==> src/rtl/core/software_timer_bank_assert.svh <==
// ----------------------------------------------------------------------------
// software_timer_bank_assert.svh
// assertion macros shared by the timer bank rtl
// ----------------------------------------------------------------------------
`ifndef SOFTWARE_TIMER_BANK_ASSERT_SVH
`define SOFTWARE_TIMER_BANK_ASSERT_SVH

// same-cycle implication, held off during reset
`define STB_ASSERT_NOW(label, clk, rst_n, ante, cons) \
  label: assert property (@(posedge clk) disable iff (!rst_n) (ante) |-> (cons)) \
    else $error("software_timer_bank: same-cycle check failed");

// next-cycle implication, held off during reset
`define STB_ASSERT_NEXT(label, clk, rst_n, ante, cons) \
  label: assert property (@(posedge clk) disable iff (!rst_n) (ante) |=> (cons)) \
    else $error("software_timer_bank: next-cycle check failed");

`endif

==> src/rtl/core/stb_pkg.sv <==
// ----------------------------------------------------------------------------
// stb_pkg
// types and codes shared by the timer bank controller, datapath and top level
// ----------------------------------------------------------------------------
package stb_pkg;

  // command codes
  localparam logic [2:0] FUNC_REGISTER = 3'd0;
  localparam logic [2:0] FUNC_START    = 3'd1;
  localparam logic [2:0] FUNC_MODIFY   = 3'd2;
  localparam logic [2:0] FUNC_STOP     = 3'd3;
  localparam logic [2:0] FUNC_DELETE   = 3'd4;
  localparam logic [2:0] FUNC_DEL_ALL  = 3'd5;
  localparam logic [2:0] FUNC_TICK     = 3'd6;

  // result kinds
  localparam logic [1:0] KIND_STATUS = 2'd0;
  localparam logic [1:0] KIND_FIRE   = 2'd1;
  localparam logic [1:0] KIND_DONE   = 2'd2;

  // status codes
  localparam logic STATUS_OK        = 1'b0;
  localparam logic STATUS_NOT_FOUND = 1'b1;

  typedef struct packed {
    logic [2:0]  func;
    logic [3:0]  slot;
    logic [31:0] timeout;
    logic        one_shot;
    logic        has_callback;
    logic [31:0] now;
  } in_item_t;

  typedef struct packed {
    logic [1:0] kind;
    logic [3:0] fired_slot;
    logic       status;
    logic       last;
  } out_item_t;

  // controller to datapath
  typedef struct packed {
    logic capture;    // latch the accepted item
    logic cmd_exec;   // apply a slot command and post its status
    logic scan_rd;    // read timeout and stamp of the scanned slot
    logic scan_step;  // update the scanned slot, post a fire event if due, with a callback and not deleted
    logic emit_done;  // post the tick done result
  } ctrl_cmd_t;

  // datapath to controller
  typedef struct packed {
    logic in_is_tick; // item on the input channel is a tick
    logic fire_emit;  // scanned slot needs a fire event
    logic out_free;   // output register can take a result this cycle
  } dp_sts_t;

endpackage

==> src/rtl/core/stb_ctrl.sv <==
// ----------------------------------------------------------------------------
// stb_ctrl
// sequencer for the timer bank: command execution and the tick scan
// ----------------------------------------------------------------------------
module stb_ctrl #(
  parameter int NUM_SLOTS = 16,
  localparam int SIW = (NUM_SLOTS > 1) ? $clog2(NUM_SLOTS) : 1
) (
  input  logic                clk,
  input  logic                rst_n,
  input  logic                in_valid,
  output logic                in_ready,
  input  stb_pkg::dp_sts_t    sts,
  output stb_pkg::ctrl_cmd_t  cmd,
  output logic [SIW-1:0]      scan_idx
);

  localparam logic [2:0] ST_IDLE = 3'd0;
  localparam logic [2:0] ST_CMD  = 3'd1;
  localparam logic [2:0] ST_RD   = 3'd2;
  localparam logic [2:0] ST_EVAL = 3'd3;
  localparam logic [2:0] ST_DONE = 3'd4;

  localparam logic [SIW-1:0] LAST_IDX = SIW'(NUM_SLOTS - 1);

  logic [2:0]     state_r, state_nxt;
  logic [SIW-1:0] idx_r, idx_nxt;

  assign in_ready = (state_r == ST_IDLE);
  assign scan_idx = idx_r;

  always_comb begin
    state_nxt = state_r;
    idx_nxt   = idx_r;
    cmd       = '0;
    case (state_r)
      ST_IDLE: begin
        if (in_valid) begin
          cmd.capture = 1'b1;
          idx_nxt     = '0;
          state_nxt   = sts.in_is_tick ? ST_RD : ST_CMD;
        end
      end
      ST_CMD: begin
        if (sts.out_free) begin
          cmd.cmd_exec = 1'b1;
          state_nxt    = ST_IDLE;
        end
      end
      ST_RD: begin
        cmd.scan_rd = 1'b1;
        state_nxt   = ST_EVAL;
      end
      ST_EVAL: begin
        if (!sts.fire_emit || sts.out_free) begin
          cmd.scan_step = 1'b1;
          if (idx_r == LAST_IDX) begin
            state_nxt = ST_DONE;
          end else begin
            idx_nxt   = idx_r + 1'b1;
            state_nxt = ST_RD;
          end
        end
      end
      ST_DONE: begin
        if (sts.out_free) begin
          cmd.emit_done = 1'b1;
          state_nxt     = ST_IDLE;
        end
      end
      default: begin
        state_nxt = ST_IDLE;
      end
    endcase
  end

  always_ff @(posedge clk) begin
    if (!rst_n) begin
      state_r <= ST_IDLE;
      idx_r   <= '0;
    end else begin
      state_r <= state_nxt;
      idx_r   <= idx_nxt;
    end
  end

endmodule

==> src/rtl/core/stb_datapath.sv <==
// ----------------------------------------------------------------------------
// stb_datapath
// slot marks, timeout and stamp memories, expiry compare and result register
// ----------------------------------------------------------------------------
module stb_datapath #(
  parameter int NUM_SLOTS  = 16,
  parameter int TICK_WIDTH = 32,
  localparam int SIW = (NUM_SLOTS > 1) ? $clog2(NUM_SLOTS) : 1
) (
  input  logic                clk,
  input  logic                rst_n,
  input  stb_pkg::in_item_t   in_data,
  input  logic                out_ready,
  output logic                out_valid,
  output stb_pkg::out_item_t  out_data,
  input  stb_pkg::ctrl_cmd_t  cmd,
  input  logic [SIW-1:0]      scan_idx,
  output stb_pkg::dp_sts_t    sts
);

  // captured item
  logic [2:0]            func_r;
  logic [3:0]            slot_r;
  logic [TICK_WIDTH-1:0] tmo_r;
  logic                  os_r;
  logic                  cb_r;
  logic [TICK_WIDTH-1:0] now_r;

  // slot marks
  logic [NUM_SLOTS-1:0] listed_r, listed_nxt;
  logic [NUM_SLOTS-1:0] running_r, running_nxt;
  logic [NUM_SLOTS-1:0] retired_r, retired_nxt;
  logic [NUM_SLOTS-1:0] single_r, single_nxt;
  logic [NUM_SLOTS-1:0] cbk_r, cbk_nxt;

  // timeout and stamp memories
  logic [TICK_WIDTH-1:0] period_mem [NUM_SLOTS];
  logic [TICK_WIDTH-1:0] stamp_mem  [NUM_SLOTS];
  logic [TICK_WIDTH-1:0] per_rd_r;
  logic [TICK_WIDTH-1:0] stp_rd_r;

  logic                  out_valid_r;
  stb_pkg::out_item_t    out_data_r;

  logic [SIW-1:0]        slot_idx;
  logic                  inbank;
  logic                  found;
  logic                  status_bit;
  logic                  per_we;
  logic                  stp_we;
  logic [SIW-1:0]        stp_waddr;
  logic [TICK_WIDTH-1:0] elapsed;
  logic                  due;
  logic                  emit;
  logic                  run_after;

  assign slot_idx = SIW'(slot_r);
  assign inbank   = (32'(slot_r) < NUM_SLOTS);
  assign found    = inbank && listed_r[slot_idx];

  // expiry check of the scanned slot, wraps modulo the tick width
  assign elapsed   = now_r - stp_rd_r;
  assign due       = listed_r[scan_idx] && running_r[scan_idx] && (elapsed >= per_rd_r);
  assign emit      = due && cbk_r[scan_idx] && !retired_r[scan_idx];
  assign run_after = running_r[scan_idx] && !(due && single_r[scan_idx]);

  assign sts.in_is_tick = (in_data.func == stb_pkg::FUNC_TICK);
  assign sts.fire_emit  = emit;
  assign sts.out_free   = !out_valid_r || out_ready;

  always_comb begin
    listed_nxt  = listed_r;
    running_nxt = running_r;
    retired_nxt = retired_r;
    single_nxt  = single_r;
    cbk_nxt     = cbk_r;
    status_bit  = stb_pkg::STATUS_NOT_FOUND;
    per_we      = 1'b0;
    stp_we      = 1'b0;
    stp_waddr   = scan_idx;
    if (cmd.cmd_exec) begin
      stp_waddr = slot_idx;
      case (func_r)
        stb_pkg::FUNC_REGISTER: begin
          if (inbank) begin
            listed_nxt[slot_idx]  = 1'b1;
            running_nxt[slot_idx] = 1'b0;
            retired_nxt[slot_idx] = 1'b0;
            single_nxt[slot_idx]  = os_r;
            cbk_nxt[slot_idx]     = cb_r;
            per_we                = 1'b1;
            status_bit            = stb_pkg::STATUS_OK;
          end
        end
        stb_pkg::FUNC_START, stb_pkg::FUNC_MODIFY: begin
          if (found) begin
            running_nxt[slot_idx] = 1'b1;
            stp_we                = 1'b1;
            per_we                = (func_r == stb_pkg::FUNC_MODIFY);
            status_bit            = stb_pkg::STATUS_OK;
          end
        end
        stb_pkg::FUNC_STOP, stb_pkg::FUNC_DELETE: begin
          if (found) begin
            running_nxt[slot_idx] = 1'b0;
            if (func_r == stb_pkg::FUNC_DELETE) begin
              retired_nxt[slot_idx] = 1'b1;
            end
            status_bit = stb_pkg::STATUS_OK;
          end
        end
        stb_pkg::FUNC_DEL_ALL: begin
          running_nxt = running_r & ~listed_r;
          retired_nxt = retired_r | listed_r;
          status_bit  = stb_pkg::STATUS_OK;
        end
        default: begin
          status_bit = stb_pkg::STATUS_NOT_FOUND;
        end
      endcase
    end else if (cmd.scan_step && listed_r[scan_idx]) begin
      running_nxt[scan_idx] = run_after;
      stp_we                = due;
      if (!run_after && (single_r[scan_idx] || retired_r[scan_idx])) begin
        listed_nxt[scan_idx] = 1'b0;
      end
    end
  end

  // item capture
  always_ff @(posedge clk) begin
    if (cmd.capture) begin
      func_r <= in_data.func;
      slot_r <= in_data.slot;
      tmo_r  <= TICK_WIDTH'(in_data.timeout);
      os_r   <= in_data.one_shot;
      cb_r   <= in_data.has_callback;
      now_r  <= TICK_WIDTH'(in_data.now);
    end
  end

  // marks with a defined reset
  always_ff @(posedge clk) begin
    if (!rst_n) begin
      listed_r  <= '0;
      running_r <= '0;
    end else begin
      listed_r  <= listed_nxt;
      running_r <= running_nxt;
    end
  end

  // marks written before use
  always_ff @(posedge clk) begin
    retired_r <= retired_nxt;
    single_r  <= single_nxt;
    cbk_r     <= cbk_nxt;
  end

  // memories: one write port each, registered read at the scan index
  always_ff @(posedge clk) begin
    if (per_we) begin
      period_mem[slot_idx] <= tmo_r;
    end
    if (stp_we) begin
      stamp_mem[stp_waddr] <= now_r;
    end
    if (cmd.scan_rd) begin
      per_rd_r <= period_mem[scan_idx];
      stp_rd_r <= stamp_mem[scan_idx];
    end
  end

  // result register
  always_ff @(posedge clk) begin
    if (!rst_n) begin
      out_valid_r <= 1'b0;
    end else if (cmd.cmd_exec || (cmd.scan_step && emit) || cmd.emit_done) begin
      out_valid_r <= 1'b1;
    end else if (out_ready) begin
      out_valid_r <= 1'b0;
    end
  end

  always_ff @(posedge clk) begin
    if (cmd.cmd_exec) begin
      out_data_r.kind       <= stb_pkg::KIND_STATUS;
      out_data_r.fired_slot <= slot_r;
      out_data_r.status     <= status_bit;
      out_data_r.last       <= 1'b1;
    end else if (cmd.scan_step && emit) begin
      out_data_r.kind       <= stb_pkg::KIND_FIRE;
      out_data_r.fired_slot <= 4'(scan_idx);
      out_data_r.status     <= stb_pkg::STATUS_OK;
      out_data_r.last       <= 1'b0;
    end else if (cmd.emit_done) begin
      out_data_r.kind       <= stb_pkg::KIND_DONE;
      out_data_r.fired_slot <= '0;
      out_data_r.status     <= stb_pkg::STATUS_OK;
      out_data_r.last       <= 1'b1;
    end
  end

  assign out_valid = out_valid_r;
  assign out_data  = out_data_r;

endmodule

==> src/rtl/core/software_timer_bank.sv <==
// ----------------------------------------------------------------------------
// software_timer_bank
// bank of timer slots driven by commands, with a scanning tick
// ----------------------------------------------------------------------------
//
//   channel  | ports                      | moves
//   ---------+----------------------------+--------------------------------
//   input    | in_valid in_ready in_data  | one command per transfer
//   result   | out_valid out_ready out_data | status, fire and done results
//
// - a slot command is captured, then executed and its status posted
// - a tick is captured, then each slot gets a read and a compare step through
//   the single read port of the timeout and stamp memories, then the done
//   result is posted
// - reset (rst_n low, synchronous) unlists and stops every slot; no clearing
//   pass is needed as the memories are always written before their contents are used
// - a full result register stalls the sequencer only when it has a result to
//   post; a new command is taken while the last result still waits
//
`include "software_timer_bank_assert.svh"

module software_timer_bank #(
  parameter int NUM_SLOTS  = 16,
  parameter int TICK_WIDTH = 32
) (
  input  logic               clk,
  input  logic               rst_n,
  input  logic               in_valid,
  output logic               in_ready,
  input  stb_pkg::in_item_t  in_data,
  output logic               out_valid,
  input  logic               out_ready,
  output stb_pkg::out_item_t out_data
);

  localparam int SIW = (NUM_SLOTS > 1) ? $clog2(NUM_SLOTS) : 1;

  // sequencer commands and datapath status
  stb_pkg::ctrl_cmd_t cmd;
  stb_pkg::dp_sts_t   sts;
  logic [SIW-1:0]     scan_idx;

  // controller: walks the command and scan sequence
  stb_ctrl #(
    .NUM_SLOTS (NUM_SLOTS)
  ) u_ctrl (
    .clk      (clk),
    .rst_n    (rst_n),
    .in_valid (in_valid),
    .in_ready (in_ready),
    .sts      (sts),
    .cmd      (cmd),
    .scan_idx (scan_idx)
  );

  // datapath: slot storage, expiry compare and result register
  stb_datapath #(
    .NUM_SLOTS  (NUM_SLOTS),
    .TICK_WIDTH (TICK_WIDTH)
  ) u_dp (
    .clk       (clk),
    .rst_n     (rst_n),
    .in_data   (in_data),
    .out_ready (out_ready),
    .out_valid (out_valid),
    .out_data  (out_data),
    .cmd       (cmd),
    .scan_idx  (scan_idx),
    .sts       (sts)
  );

  // the sequencer issues at most one step per cycle
  `STB_ASSERT_NOW(a_one_step, clk, rst_n, 1'b1, $onehot0(cmd))
  // an accepted transfer takes the sequencer out of idle
  `STB_ASSERT_NEXT(a_busy_after_accept, clk, rst_n, in_valid && in_ready, !in_ready)
  // a fire event is never posted over a result still waiting
  `STB_ASSERT_NOW(a_fire_no_overwrite, clk, rst_n, cmd.scan_step && sts.fire_emit,
                  sts.out_free)
  // done and status results only go into a free result register
  `STB_ASSERT_NOW(a_post_free, clk, rst_n, cmd.emit_done || cmd.cmd_exec, sts.out_free)

endmodule
==> config.mk <==
export PLATFORM = sky130hd
export DESIGN_NAME = software_timer_bank
export DESIGN_NICKNAME = d
export VERILOG_FILES = /design/src/rtl/core/stb_pkg.sv /design/src/rtl/core/stb_ctrl.sv /design/src/rtl/core/stb_datapath.sv /design/src/rtl/core/software_timer_bank.sv
export VERILOG_INCLUDE_DIRS = /design/src /design/src/rtl/core
export SDC_FILE = /design/constraint.sdc
export NUM_CORES = 1
export LEC_CHECK = 0
export CORE_MARGIN = 4
export CORE_UTILIZATION = 40
export DETAILED_ROUTE_END_ITERATION = 6
export DONT_BUFFER_PORTS = 1
export PLACE_DENSITY = 0.65
export SLEW_MARGIN = 10
export SYNTH_ARGS = -nofsm -noshare
export SYNTH_HDL_FRONTEND = slang
export SYNTH_SLANG_ARGS = --single-unit
==> constraint.sdc <==
create_clock -name clk -period 6.8 [get_ports clk]
set_input_delay 0 -clock clk [delete_from_list [all_inputs] [get_ports clk]]
set_output_delay 0 -clock clk [all_outputs]
set_load 0.03 [all_outputs]
# --- Word level (Yosys, flattened, before mapping) ---
# Memory sizes are Yosys's and may differ from the RTL's. A register that Yosys moved wholly into a read port is not among the register bits.
# Cells that the tools add are included.
op_classes:
  addsub: 2
  multipliers: 0
  div_mod_pow: 0
  n_lt_le_gt_ge: 5
  n_eq_ne: 21
  shift: 0
  n_mux: 68
  bitwise_logic: 11
  n_reduce_logical: 42
ops:
  columns: ["cell", "n"]
  rows:
  - ["$mux 16", 10]
  - ["$and 16x16->16", 4]
  - ["$or 16x16->16", 4]
  - ["$pmux 16 s4", 1]
  - ["$bwmux 16", 3]
  - ["$not 16->16", 3]
  - ["$pmux 16 s3", 1]
  - ["$ge 32x32->1", 1]
  - ["$sub 32x32->32", 1]
  - ["$mux 1", 29]
  - ["$bmux 1 s4", 6]
  - ["$mux 4", 4]
  - ["$mux 7", 2]
  - ["$eq 3x2->1 const B", 4]
  - ["$eq 3x3->1 const B", 4]
  - ["$mux 3", 4]
  - ["$pmux 3 s4", 1]
  - ["$reduce_and 4->1", 3]
  - ["$logic_and 1x1->1", 11]
  - ["$lt 4x5->1 const B", 2]
  - ["$reduce_bool 2->1", 5]
  - ["$reduce_or 2->1", 5]
  - ["$demux 1 s4", 2]
  - ["$ge 4x1->1 const B", 2]
  - ["18 further kinds", 37]
totals:
  ff_bits: 169
  latch_bits: 0
  mem_bits_rw: 1024
  rom_bits: 0
  word_cells: 170
  n_memories: 2
memory_table:
  columns: ["name", "depth", "word_bits", "rd", "rd_ports_with_merged_regs", "wr", "line_no", "source"]
  rows:
  - ["u_dp.period_mem", 16, 32, 1, 1, 1, "stb_datapath.sv:37", "logic [TICK_WIDTH-1:0] period_mem [NUM_SLOTS];"]
  - ["u_dp.stamp_mem", 16, 32, 1, 1, 1, "stb_datapath.sv:38", "logic [TICK_WIDTH-1:0] stamp_mem [NUM_SLOTS];"]

# --- Longest topological paths before layout ---
# Gate-level depths: netlist of the first run.
logic_depth:
  word_depth: 15
  depth_mapped: 22
  mapped_depth_nobuf: 21

# --- By module ---
# From an unflattened synthesis of the first run, not the netlist that was laid out.
unflattened:
  hier_cells: 2530
  area_unflattened_um2: 50797.5
modules_own_cells:
  columns: ["mod", "n_inst", "cells_per_inst", "area_per_inst_um2"]
  rows:
  - ["stb_datapath", 1, 2468, 50279.5]
  - ["stb_ctrl", 1, 62, 518.0]

# --- Least setup slack after synthesis of the first run ---
# Ideal clock, no wire load.
synth_path:
  path_type: "register to register"
  start: "register u_dp.now_r[0]"
  end: "memory u_dp.stamp_mem[4][0], enable pin"
  setup_time_ps: 461
  arrival_ps: 6571
  slack_ps: -232
  path_stages_with_launch: 21
  path_cell_list: "edfxtp_1 > inv_1 > ha_1 > inv_1 > fa_1 > a21oi_1 > o22ai_1 > a31oi_1 > o21bai_1 > a21oi_1 > o21a_1 > xnor2_1 > ha_1 > nand3_1 > or3_1 > o41ai_1 > o31a_1 > a21oi_2 > o31a_1 > buf_2 > nor3_1"
synth_via:
  elab_chain_len: 14
synth_lines:
  columns: ["item", "line_no", "source"]
  rows:
  - ["start: declaration", "stb_datapath.sv:27", "logic [TICK_WIDTH-1:0] now_r;"]
  - ["start signal: assignment", "stb_datapath.sv:138", "now_r <= TICK_WIDTH'(in_data.now);"]
  - ["$sub 32x32->32 *", "stb_datapath.sv:62", "assign elapsed = now_r - stp_rd_r;"]
  - ["$ge 32x32->1 *", "stb_datapath.sv:63", "assign due = listed_r[scan_idx] && running_r[scan_idx] && (elapsed >= per_rd_r);"]
  - ["$logic_and 1x1->1 *", "stb_datapath.sv:63", null]
  - ["$logic_and 1x1->1 (2 in a row)", "stb_datapath.sv:64", "assign emit = due && cbk_r[scan_idx] && !retired_r[scan_idx];"]
  - ["$logic_not 1->1", "stb_ctrl.sv:55", "if (!sts.fire_emit || sts.out_free) begin"]
  - ["$logic_or 1x1->1", "stb_ctrl.sv:55", null]
  - ["$mux 1", "stb_ctrl.sv:55", null]
  - ["$mux 1", "stb_ctrl.sv:36", "case (state_r)"]
  - ["$logic_and 1x1->1", "stb_datapath.sv:121", "end else if (cmd.scan_step && listed_r[scan_idx]) begin"]
  - ["$mux 1 *", "stb_datapath.sv:121", null]
  - ["$mux 1 *", "stb_datapath.sv:81", "if (cmd.cmd_exec) begin"]
  - ["$mux 1 *", "stb_datapath.sv:165", "if (stp_we) begin"]
  - ["$mux 1 (not written as such) *", "stb_datapath.sv:166", "stamp_mem[stp_waddr] <= now_r;"]
  - ["end: declaration", "stb_datapath.sv:38", null]
# Every way passes the cells marked *; elsewhere a longest branch is shown, timed or not.

# --- Worst setup path after layout of the first run ---
layout_path:
  start: "register u_dp.now_r[0]"
  end: "memory u_dp.stamp_mem[15][12], enable pin"
# Same word-level chain as after synthesis.

==> impl_metrics.py, run 1 <==
metrics = {
    "route": {
        "postRouteAntennaNets": 0,
        "dr.first_iter.drc_count": 3085,
        "drtPass1Iterations": 6,
        "post-route-drc-count": 0,
        "detail_route.vias_per_cell": 5.737,
        "wire_per_inst_um": 26.54,
        "vias": 25900,
        "wl_um": 119800,
    },
    "synthesis": {
        "synth_top_area_share": 0.7189,
        "synth_ff_type": "edfxtp_1",
        "synth_area_leaders": "edfxtp_1 (72%), mux4_2 (15%), dfxtp_1 (1.7%)",
        "synth.largest_area_cell": "edfxtp_1",
        "synth.ff_latch_count": 1257,
        "synth_cell_types": 72,
        "synthesis.nets": 2707,
        "synth_area_per_cell_um2": 19.79,
        "yosysWarningCount": 0,
        "netlist_area_um2": 50710,
        "ys_seq_area_frac": 0.7359,
        "synthCells": 2562,
        "synth_edf_count": 1214,
        "postSynth.asyncResetShare": 0,
    },
    "place": {
        "gp_congestion": 0.8828,
        "dpl_worst_slack_ps": 600.8,
        "place_area_um2": 52930,
        "io_buffers": 0,
        "placedCellCount": 4140,
        "dp_hpwl_um": 69200,
    },
    "grt": {
        "grt_pass1_vias": 26580,
        "grt_usage": 0.1806,
        "grt_max_degree": 113,
        "grt_antenna_before_repair": 4,
        "overflow": 0,
        "grt_pass1_wl_um": 178000,
    },
    "sta": {
        "fin_ws_ps": 534.9,
        "tightest_slew_ps": 1258,
        "period_minus_slack_ps": 6265,
        "setup_viol": 0,
        "slew_violations": 0,
        "hold_ws_ps": 240.4,
        "post-route-period-util": 0.9213,
        "setup_tns_ps": 0,
        "clock_skew_ps": 42.96,
        "hold_violations": 0,
        "max-slew-margin-rel": 0.1610,
        "fmax_mhz": 159.6,
        "rsz0062_at_grt": "false",
    },
    "die": {
        "die_h_um": 364.1,
        "die_w_um": 364.1,
        "start_util": 0.4033,
        "io_pins": 87,
        "dieArea_um2": 132500,
        "coreArea_um2": 125700,
        "rows": 130,
    },
    "outcome": {
        "status": "completed",
    },
    "clock_network": {
        "htree_levels": 3,
        "post_cts_buffers": 0,
        "ctsResizeCount": 0,
        "clk_path_buf_depth": 3,
        "ctsRootBufferMaster": "clkbuf_16",
        "clkSinkCount": 1257,
        "tritoncts": "built",
        "clkTransAtPathRegs_ps": 60,
        "insertion_delay_ps": 750,
        "cts_buffers": 120,
    },
    "finish": {
        "syn_to_final_growth_pct": 14.83,
        "multi_input_area_um2": 12720,
        "ff_latch_area_um2": 37330,
        "diodes": 0,
        "nFillCells": 10350,
        "mostFrequentLayoutCells": "edfxtp_1 (1,214), mux4_2 (345), dlygate4sd3_1 (150), clkbuf_16 (120), a21oi_1 (106)",
        "layout.cells.non_filler": 4514,
        "drive_above_1_share": 0.2231,
        "fin_nets": 2908,
        "final_common_cell": "edfxtp_1",
        "design_area_um2": 58230,
        "post-route-util": 0.4631,
    },
    "power_and_ir_drop": {
        "combPwrFrac": 0.057,
        "clkPwrFrac": 0.393,
        "powerDensity_nw_per_um2": 281.4,
        "sw_frac_of_total": 0.2271,
        "pwr-share-seq": 0.551,
        "vdd_drop_max_uv": 247.7,
        "power_mw": 16.38,
        "switchingPower_mw": 3.722,
        "p_leak_nw": 18.04,
        "power.internal_mw": 12.66,
    },
    "critical_path": {
        "path_cells": "inv_1, ha_1, inv_1, fa_1, a21oi_1, o22ai_1, a31oi_1, o21bai_1, a21oi_1, o21a_1, xnor2_1, ha_1, nand3_1, or3_1, o41ai_1, o31a_1, a21oi_2, o31a_1, nor3_2, buf_4",
        "critPathMaxFanout": 32,
        "critPathMaxStageDelay_ps": 610,
        "startpoint_type": "flop",
        "worst-path-buf-inv": 3,
        "critPathTopFamily": "compound AO/OA/AOI/OAI gates",
        "worst_setup_path_end_kind": "flop",
        "crit_type": "reg2reg",
        "cp.required_ps": 7170,
        "cp-startpoint": "u_dp.now_r[0]$_DFFE_PP_",
        "cp_slowest_cell": "edfxtp_1",
        "rr_startpoint": "u_dp.now_r[0]$_DFFE_PP_",
        "crit_arrival_ps": 6630,
    },
    "min_path": {
        "holdCritStartpoint": "rst_n",
        "hp-class": "in2reg",
    },
    "flow_run": {
        "maxCapViolations": 0,
    },
}
state kept, by name, indices dropped and copies added (netlist names):
register,flops
u_dp.period_mem,512
u_dp.stamp_mem,512
u_dp.now_r,32
u_dp.per_rd_r,32
u_dp.stp_rd_r,32
u_dp.tmo_r,32
u_dp.cbk_r,16
u_dp.listed_r,16
u_dp.retired_r,16
u_dp.running_r,16
u_dp.single_r,16
u_dp.out_data,8
u_ctrl.scan_idx,4
u_dp.slot_idx,4
u_ctrl.state_r,3
u_dp.func_r,3
u_dp.cb_r,1
u_dp.os_r,1
u_dp.out_valid,1
power by group through the flow:
stage	Sequential (mW)	Clock, mW	Combinational, mW
2_1_floorplan	9.08	0	0.572
3_3_place_gp	9.15	0	0.816
3_5_place_dp	9.18	0	0.838
4_1_cts	9.02	6.55	0.925
5_1_grt	9.05	6.90	1.01
6_report	9.02	6.43	0.926
final timing paths:
kind,end,slack (ps),depth (start not counted)
setup / recovery,u_dp.stamp_mem[15][12]$_DFFE_PP_,530,20
hold / removal,u_dp.out_valid$_SDFFE_PN0P_,240,3
setup reg to reg,u_dp.stamp_mem[15][12]$_DFFE_PP_,530,20
hold reg to reg,u_ctrl.state_r[0]$_SDFFE_PN0P_,510,2
Yosys cell counts (4+ instances only):
library cell / count
xnor2_1: 13
a21o_1: 21
o22ai_2: 10
nand2b_1: 5
buf_4: 5
nand2_1: 75
a21oi_1: 106
xor2_1: 11
nor2_1: 97
o21bai_1: 6
a211oi_1: 6
nand4_1: 10
clkbuf_1: 97
inv_1: 93
nor2b_1: 10
nor4_1: 5
dfxtp_1: 43
o31a_1: 5
nand3_1: 22
edfxtp_1: 1214
o22ai_1: 13
buf_2: 8
buf_1: 19
mux2i_1: 15
nor3_1: 37
a41oi_1: 11
ha_1: 67
and3_1: 13
a31oi_1: 25
nor3b_1: 4
mux4_2: 345
a22o_1: 4
o21ai_0: 83
o211ai_1: 5
per-layer routing:
metal,global-route usage,up-vias,routed length [um]
met5,0,-,13
met4,0.04996,2,3045
met3,0.02827,206,7304
met2,0.2977,1035,59130
met1,0.2519,13670,50320
li1,-,10980,-
what timing repair did:
action / CTS / global route
endpoints found under the setup margin: 0 / 0
hold buffers: 151 / 0
endpoints found under the hold margin: 115 / 0
worst min-delay path, delay by kind of cell:
| family | cells | cell delay [ps] |
|---|---|---|
| AOI/OAI and AO/OA | 1 | 130 |
| buffers and inverters | 2 | 780 |
final cells by class:
class	count	share of cell area
clock inverter	75	0.01145
timing repair buffer	211	0.03408
sequential	1257	0.6411
tap	1650	0.03545
inverter	93	0.006038
clock buffer	148	0.05337
multi-input combinational	1080	0.2185
kinds of logic (layout without fill, tap and decap cells):
group | Yosys count | in the layout | share of synthesized area
AO/OA/AOI/OAI | 332 | 332 | 0.04172
XOR/XNOR | 24 | 24 | 0.004145
adder cells (fa/ha/maj) | 68 | 68 | 0.01693
buffers and inverters | 225 | 527 | 0.01767
flip-flops | 1257 | 1257 | 0.7359
multiplexers | 363 | 363 | 0.1569
AND/OR/NAND/NOR | 293 | 293 | 0.02682
Power figures use the tool's default switching activity.
==> run 2: changes to the inputs <==
--- a/config.mk
+++ b/config.mk
@@ -10,8 +10,8 @@
 export CORE_UTILIZATION = 40
 export DETAILED_ROUTE_END_ITERATION = 6
 export DONT_BUFFER_PORTS = 1
-export PLACE_DENSITY = 0.65
-export SLEW_MARGIN = 10
+export PLACE_DENSITY_LB_ADDON = 0.25
+export SLEW_MARGIN = 20
 export SYNTH_ARGS = -nofsm -noshare
 export SYNTH_HDL_FRONTEND = slang
 export SYNTH_SLANG_ARGS = --single-unit
==> impl_metrics.py, run 2 (synthesized netlist as in run 1, its figures left out) <==
metrics = {
    "clock_network": {
        "ctsResizeCount": 0,
        "htree_levels": 3,
        "clkSinkCount": 1257,
        "insertion_delay_ps": 740,
        "tritoncts": "built",
        "cts_buffers": 121,
        "clk_path_buf_depth": 3,
        "clkTransAtPathRegs_ps": 60,
        "ctsRootBufferMaster": "clkbuf_16",
    },
    "die": {
        "coreArea_um2": 125700,
        "die_w_um": 364.1,
        "io_pins": 87,
        "start_util": 0.4033,
        "die_h_um": 364.1,
        "rows": 130,
        "dieArea_um2": 132500,
    },
    "sta": {
        "slew_violations": 0,
        "hold_violations": 0,
        "fmax_mhz": 159.9,
        "post-route-period-util": 0.9199,
        "setup_viol": 0,
        "clock_skew_ps": 30.53,
        "hold_ws_ps": 235.7,
        "max-slew-margin-rel": 0.2729,
        "rsz0062_at_grt": "false",
        "tightest_slew_ps": 1088,
        "period_minus_slack_ps": 6255,
    },
    "place": {
        "dp_hpwl_um": 66720,
        "gp_congestion": 0.8428,
        "io_buffers": 0,
        "place_area_um2": 52910,
    },
    "critical_path": {
        "rr_startpoint": "u_dp.now_r[7]$_DFFE_PP_",
        "startpoint_type": "flop",
        "crit_type": "reg2reg",
        "r2r_slack_ps": 540,
        "worst_setup_path_end_kind": "flop",
        "crit_arrival_ps": 6880,
        "worstRegToRegCells": 20,
        "timing.rr.end": "u_ctrl.scan_idx[1]$_SDFFE_PN0P_",
        "critPathMaxFanout": 17,
        "cp.required_ps": 7420,
    },
    "power_and_ir_drop": {
        "combPwrFrac": 0.055,
        "p_leak_nw": 18.19,
        "switchingPower_mw": 3.741,
        "sw_frac_of_total": 0.2229,
        "vdd_drop_max_uv": 265.6,
        "pwr-share-seq": 0.538,
        "powerDensity_nw_per_um2": 286.6,
        "power.internal_mw": 13.04,
        "clkPwrFrac": 0.407,
    },
    "finish": {
        "ff_latch_area_um2": 37330,
        "syn_to_final_growth_pct": 15.49,
        "diodes": 0,
        "multi_input_area_um2": 12730,
        "mostFrequentLayoutCells": "edfxtp_1 (1,214), mux4_2 (345), dlygate4sd3_1 (153), clkbuf_16 (122), a21oi_1 (105)",
        "fin_nets": 2910,
        "reg_top3": "u_dp.period_mem x512, u_dp.stamp_mem x512",
        "final_common_cell": "edfxtp_1",
        "design_area_um2": 58560,
        "drive_above_1_share": 0.2284,
        "nFillCells": 10370,
    },
    "min_path": {
        "hp-class": "in2reg",
        "holdCritStartpoint": "rst_n",
        "hold_end": "u_ctrl.state_r[2]$_SDFFE_PN0P_",
        "min_path_cells": 4,
    },
    "route": {
        "drtPass1Iterations": 7,
        "detail_route.vias_per_cell": 5.663,
        "vias": 25610,
        "post-route-drc-count": 0,
        "wire_per_inst_um": 26.40,
        "postRouteAntennaNets": 0,
        "dr.first_iter.drc_count": 2711,
        "wl_um": 119400,
    },
    "grt": {
        "grt_pass1_vias": 26370,
        "grt_pass1_wl_um": 177200,
        "overflow": 0,
        "grt_antenna_before_repair": 3,
        "grt_max_degree": 139,
        "grt_usage": 0.1811,
    },
    "flow_run": {
        "maxCapViolations": 0,
    },
    "outcome": {
        "status": "completed",
    },
}
run 2: cell types whose count changed in the layout (fill, tap and decap cells not counted), moves of 3 or more:
cell / before / now
clkinvlp_4: 3 / 7
dlygate4sd3_1: 150 / 153
bufinv_16: 8 / 17
clkbuf_1: 28 / 16
inv_8: 3 / 0
buf_4: 59 / 54
inv_6: 3 / 8
clkinv_4: 0 / 4
run 2: worst max path at each step:
stage / startpoint / to / slack, ps / cells past startpoint
after floorplan: u_dp.now_r[0]$_DFFE_PP_ / u_dp.stamp_mem[4][0]$_DFFE_PP_ / -230 / 20
after CTS: u_dp.now_r[0]$_DFFE_PP_ / u_dp.stamp_mem[13][19]$_DFFE_PP_ / 560 / 20
final: u_dp.now_r[7]$_DFFE_PP_ / u_ctrl.scan_idx[1]$_SDFFE_PN0P_ / 540 / 20
after global routing: u_dp.now_r[0]$_DFFE_PP_ / u_ctrl.scan_idx[1]$_SDFFE_PN0P_ / 130 / 22
after global placement: u_dp.now_r[0]$_DFFE_PP_ / u_dp.stamp_mem[10][11]$_DFFE_PP_ / 750 / 20
after detailed placement: u_dp.now_r[0]$_DFFE_PP_ / u_dp.stamp_mem[12][10]$_DFFE_PP_ / 610 / 20
run 2: metrics by stage:
step	instances	TNS, ps	worst slack (ps)	power [mW]	utilization
floorplan	2562	-85670	-231.9	9.648	-
global placement	4136	0	749.6	9.983	0.4208
detailed placement	4136	0	607.6	10.03	0.4208
CTS	4520	0	555.4	16.96	0.4654
global route	4522	0	126.1	17.41	0.4658
finish	4522	0	544.8	16.78	0.4658
run 2: layout make-up:
type	count	share of cell area
inverter	93	0.006004
sequential	1257	0.6375
multi-input combinational	1080	0.2173
clock buffer	138	0.05316
tap	1650	0.03525
clock inverter	92	0.01617
timing repair buffer	212	0.03461
run 2: power by group through the flow:
| stage | Combinational (mW) | Clock [mW] | Sequential (mW) |
|---|---|---|---|
| CTS | 0.925 | 7.00 | 9.03 |
| detailed placement | 0.836 | 0 | 9.19 |
| floorplan | 0.572 | 0 | 9.08 |
| global placement | 0.820 | 0 | 9.16 |
| global route | 1.02 | 7.34 | 9.05 |
| finish | 0.931 | 6.82 | 9.03 |
run 2: metal layers:
metal	routed length [um]	global-route usage
met4	2804	0.04667
met2	58980	0.2992
met5	13	0
met1	51270	0.2514
met3	6329	0.03155
run 2: critical path, cell delays in order (launching register included):
cell and delay (ps):
edfxtp_1 600, ha_1 550, and3_1 270, nand4_1 110, o211ai_1 410, o21ai_0 180, o21ai_0 390, a21oi_1 120
o311ai_0 330, ha_1 310, a21o_1 180, a21o_1 170, a221oi_1 280, nand2_1 120, o31a_1 340, a21oi_2 190
buf_4 210, o31a_1 140, dlygate4sd3_1 570, o21ai_0 110, dlygate4sd3_1 560
run 2: timing repair:
item	in CTS	in global routing
setup buffers	0	1
hold endpoints to repair	151	0
hold buffers	154	0
setup endpoints to repair	0	1
==> run 3: changes to the inputs <==
--- a/config.mk
+++ b/config.mk
@@ -6,10 +6,12 @@
 export SDC_FILE = /design/constraint.sdc
 export NUM_CORES = 1
 export LEC_CHECK = 0
+export ABC_AREA = 1
 export CORE_MARGIN = 4
 export CORE_UTILIZATION = 40
 export DETAILED_ROUTE_END_ITERATION = 6
 export DONT_BUFFER_PORTS = 1
+export GPL_TIMING_DRIVEN = 0
 export PLACE_DENSITY_LB_ADDON = 0.25
 export SLEW_MARGIN = 20
 export SYNTH_ARGS = -nofsm -noshare
==> impl_metrics.py, run 3 <==
metrics = {
    "synthesis": {
        "synthXorXnorAreaFrac": 0.005382,
        "synth_fa_ha_area_frac": 0.01648,
        "synth.ff_latch_count": 1257,
        "synthCells": 4405,
        "netlist_area_um2": 52080,
        "synth_ff_type": "edfxtp_1",
        "synth_simple_gate_area_frac": 0.1195,
        "postSynth.asyncResetShare": 0,
        "yosysWarningCount": 0,
        "synth_edf_count": 1214,
        "synthesis.nets": 4550,
        "synth_area_leaders": "edfxtp_1 (70%), o21ai_0 (5.7%), nor2_1 (5.2%)",
        "synth_cell_types": 44,
        "synth_top_area_share": 0.7000,
        "synth_top_family_by_area": "simple AND/OR/NAND/NOR gates",
        "synth.largest_area_cell": "edfxtp_1",
        "ys_seq_area_frac": 0.7165,
        "synth_compound_area_frac": 0.1050,
        "synth_commonest_cells": "edfxtp_1 (1,214), nor2_1 (723), nand2_1 (652)",
        "muxShareOfSynthArea": 0,
        "synth_area_per_cell_um2": 11.82,
        "synth.most_common_cell": "edfxtp_1",
    },
    "sta": {
        "setup_viol": 0,
        "hold_violations": 0,
        "setup_tns_ps": 0,
        "tightest_slew_ps": 1204,
        "max-slew-margin-rel": 0.1970,
        "post-route-period-util": 0.9284,
        "fmax_mhz": 158.4,
        "slew_violations": 0,
        "rsz0062_at_grt": "false",
        "clock_skew_ps": 32.70,
        "period_minus_slack_ps": 6313,
    },
    "min_path": {
        "hp-class": "in2reg",
        "holdCritStartpoint": "out_ready",
    },
    "critical_path": {
        "worst_setup_path_end_kind": "flop",
        "cp-startpoint": "u_dp.now_r[2]$_DFFE_PP_",
        "worst-path-buf-inv": 2,
        "cp_slowest_cell": "edfxtp_1",
        "crit_type": "reg2reg",
        "cp.required_ps": 7250,
        "startpoint_type": "flop",
        "path_common_cell": "nand2_1",
        "critPathMaxFanout": 17,
        "critPathTopFamily": "simple AND/OR/NAND/NOR gates",
        "crit_arrival_ps": 6760,
        "rr_startpoint": "u_dp.now_r[2]$_DFFE_PP_",
        "critPathMaxStageDelay_ps": 740,
    },
    "clock_network": {
        "tritoncts": "built",
        "clk_path_buf_depth": 3,
        "ctsRootBufferMaster": "clkbuf_16",
        "cts_buffers": 133,
        "post_cts_buffers": 0,
        "clkSinkCount": 1257,
        "clkTransAtPathRegs_ps": 50,
        "insertion_delay_ps": 780,
        "htree_levels": 4,
    },
    "place": {
        "io_buffers": 0,
        "gp_congestion": 0.9065,
        "dp_hpwl_um": 107000,
        "placedCellCount": 6187,
    },
    "power_and_ir_drop": {
        "sw_frac_of_total": 0.2332,
        "switchingPower_mw": 3.976,
        "clkPwrFrac": 0.419,
        "power.internal_mw": 13.07,
        "combPwrFrac": 0.053,
        "powerDensity_nw_per_um2": 278.8,
        "p_leak_nw": 21.04,
        "pwr-share-seq": 0.528,
        "vdd_drop_max_uv": 226.1,
    },
    "route": {
        "vias": 35870,
        "wire_per_inst_um": 23.90,
        "postRouteAntennaNets": 0,
        "dr.first_iter.drc_count": 3996,
        "wl_um": 157200,
        "drtPass1Iterations": 5,
        "post-route-drc-count": 0,
        "detail_route.vias_per_cell": 5.454,
    },
    "finish": {
        "drive_above_1_share": 0.06889,
        "reg_top3": "u_dp.period_mem x512, u_dp.stamp_mem x512",
        "multi_input_area_um2": 13090,
        "ff_latch_area_um2": 37320,
        "nFillCells": 11630,
        "post-route-util": 0.4723,
        "layout.cells.non_filler": 6576,
        "fin_nets": 4877,
        "mostFrequentLayoutCells": "edfxtp_1 (1,214), nor2_1 (689), nand2_1 (652), o21ai_0 (598), o22ai_1 (267)",
        "diodes": 0,
        "syn_to_final_growth_pct": 17.43,
        "final_common_cell": "edfxtp_1",
    },
    "die": {
        "coreArea_um2": 129500,
        "io_pins": 87,
        "die_h_um": 368.8,
        "start_util": 0.4022,
        "die_w_um": 368.8,
        "dieArea_um2": 136000,
        "rows": 132,
    },
    "grt": {
        "grt_use_met2": 0.3615,
        "grt_max_degree": 25,
        "grt_pass1_vias": 34620,
        "grt_use_met3": 0.03350,
        "met1_usage": 0.3245,
        "overflow": 0,
        "gr-max-usage-layer": "met2",
        "grt_antenna_before_repair": 5,
        "grt_usage": 0.2277,
        "grt_pass1_wl_um": 230500,
    },
    "flow_run": {
        "maxCapViolations": 0,
    },
    "outcome": {
        "status": "completed",
    },
}
==> run 3: cell families after synthesis <==
family	count (synthesis)
buffers and inverters	489
adder cells (fa/ha/maj)	68
XOR/XNOR	32
AO/OA/AOI/OAI	1002
AND/OR/NAND/NOR	1557
flip-flops	1257
==> run 3: routing by layer <==
| metal | share of wire | wire [um] | up-vias |
|---|---|---|---|
| li1 | - | - | 16410 |
| met1 | 0.43 | 68060 | 17660 |
| met2 | 0.46 | 72770 | 1528 |
| met3 | 0.075 | 11820 | 261 |
| met4 | 0.029 | 4512 | 2 |
| met5 | 0.000083 | 13 | - |
==> run 3: worst reg2reg max path, stage by stage, from the launching register on <==
cell	delay, ps
edfxtp_1	740
ha_1	410
a21oi_1	170
nand2_1	90
a21oi_1	300
o21bai_1	230
a21oi_1	290
o21ai_0	200
xor2_1	330
ha_1	310
nand2_1	70
a21oi_1	60
nor2_1	100
nand2_1	60
nor2_1	90
nand2_1	70
nand2_1	70
nand2_1	270
nand4_2	230
nand3_2	160
inv_1	150
nand2_1	60
nand2_1	220
nand2_1	310
nor2_4	680
buf_12	290
==> run 3: through the flow <==
stage | setup WS, ps | instance area [um^2] | hold slack [ps] | power, mW
floorplan | 1420 | 52080 | 98.87 | 9.574
global placement | -1746 | 54260 | 98.93 | 9.940
detailed placement | 504.0 | 55390 | 98.92 | 9.980
CTS | 471.4 | 61150 | 48.12 | 17.15
global route | 4.735 | 61150 | 139.1 | 17.61
finish | 486.9 | 61150 | 102.9 | 17.05
==> run 3: cell type report <==
class,instances,area share
Buffer,241,0.01663
Clock buffer,157,0.05624
Multi-Input combinational cell,2659,0.2140
Tap cell,1742,0.03564
Timing Repair Buffer,192,0.03883
Sequential cell,1257,0.6102
Inverter,248,0.01526
Clock inverter,80,0.01316
==> run 3: final timing paths <==
check | end | slack [ps] | depth (start not counted)
worst max-delay path | u_dp.stamp_mem[8][1]$_DFFE_PP_ | 490 | 25
worst min-delay path | u_dp.out_valid$_SDFFE_PN0P_ | 100 | 4
worst max register to register | u_dp.stamp_mem[8][1]$_DFFE_PP_ | 490 | 25
worst min register to register | u_dp.running_r[0]$_SDFFE_PN0P_ | 460 | 2
==> run 3: power by group through the flow <==
| stage | Clock (mW) | Combinational (mW) | Sequential, mW |
|---|---|---|---|
| after floorplan | 0 | 0.529 | 9.04 |
| after global placement | 0 | 0.773 | 9.17 |
| after detailed placement | 0 | 0.825 | 9.16 |
| after CTS | 7.25 | 0.905 | 8.99 |
| after global routing | 7.58 | 1.01 | 9.02 |
| final | 7.15 | 0.906 | 9.00 |
==> run 3: repair_timing <==
item,in CTS,in global routing
hold endpoints to repair,146,0
resized for setup,0,0
hold buffers,152,0
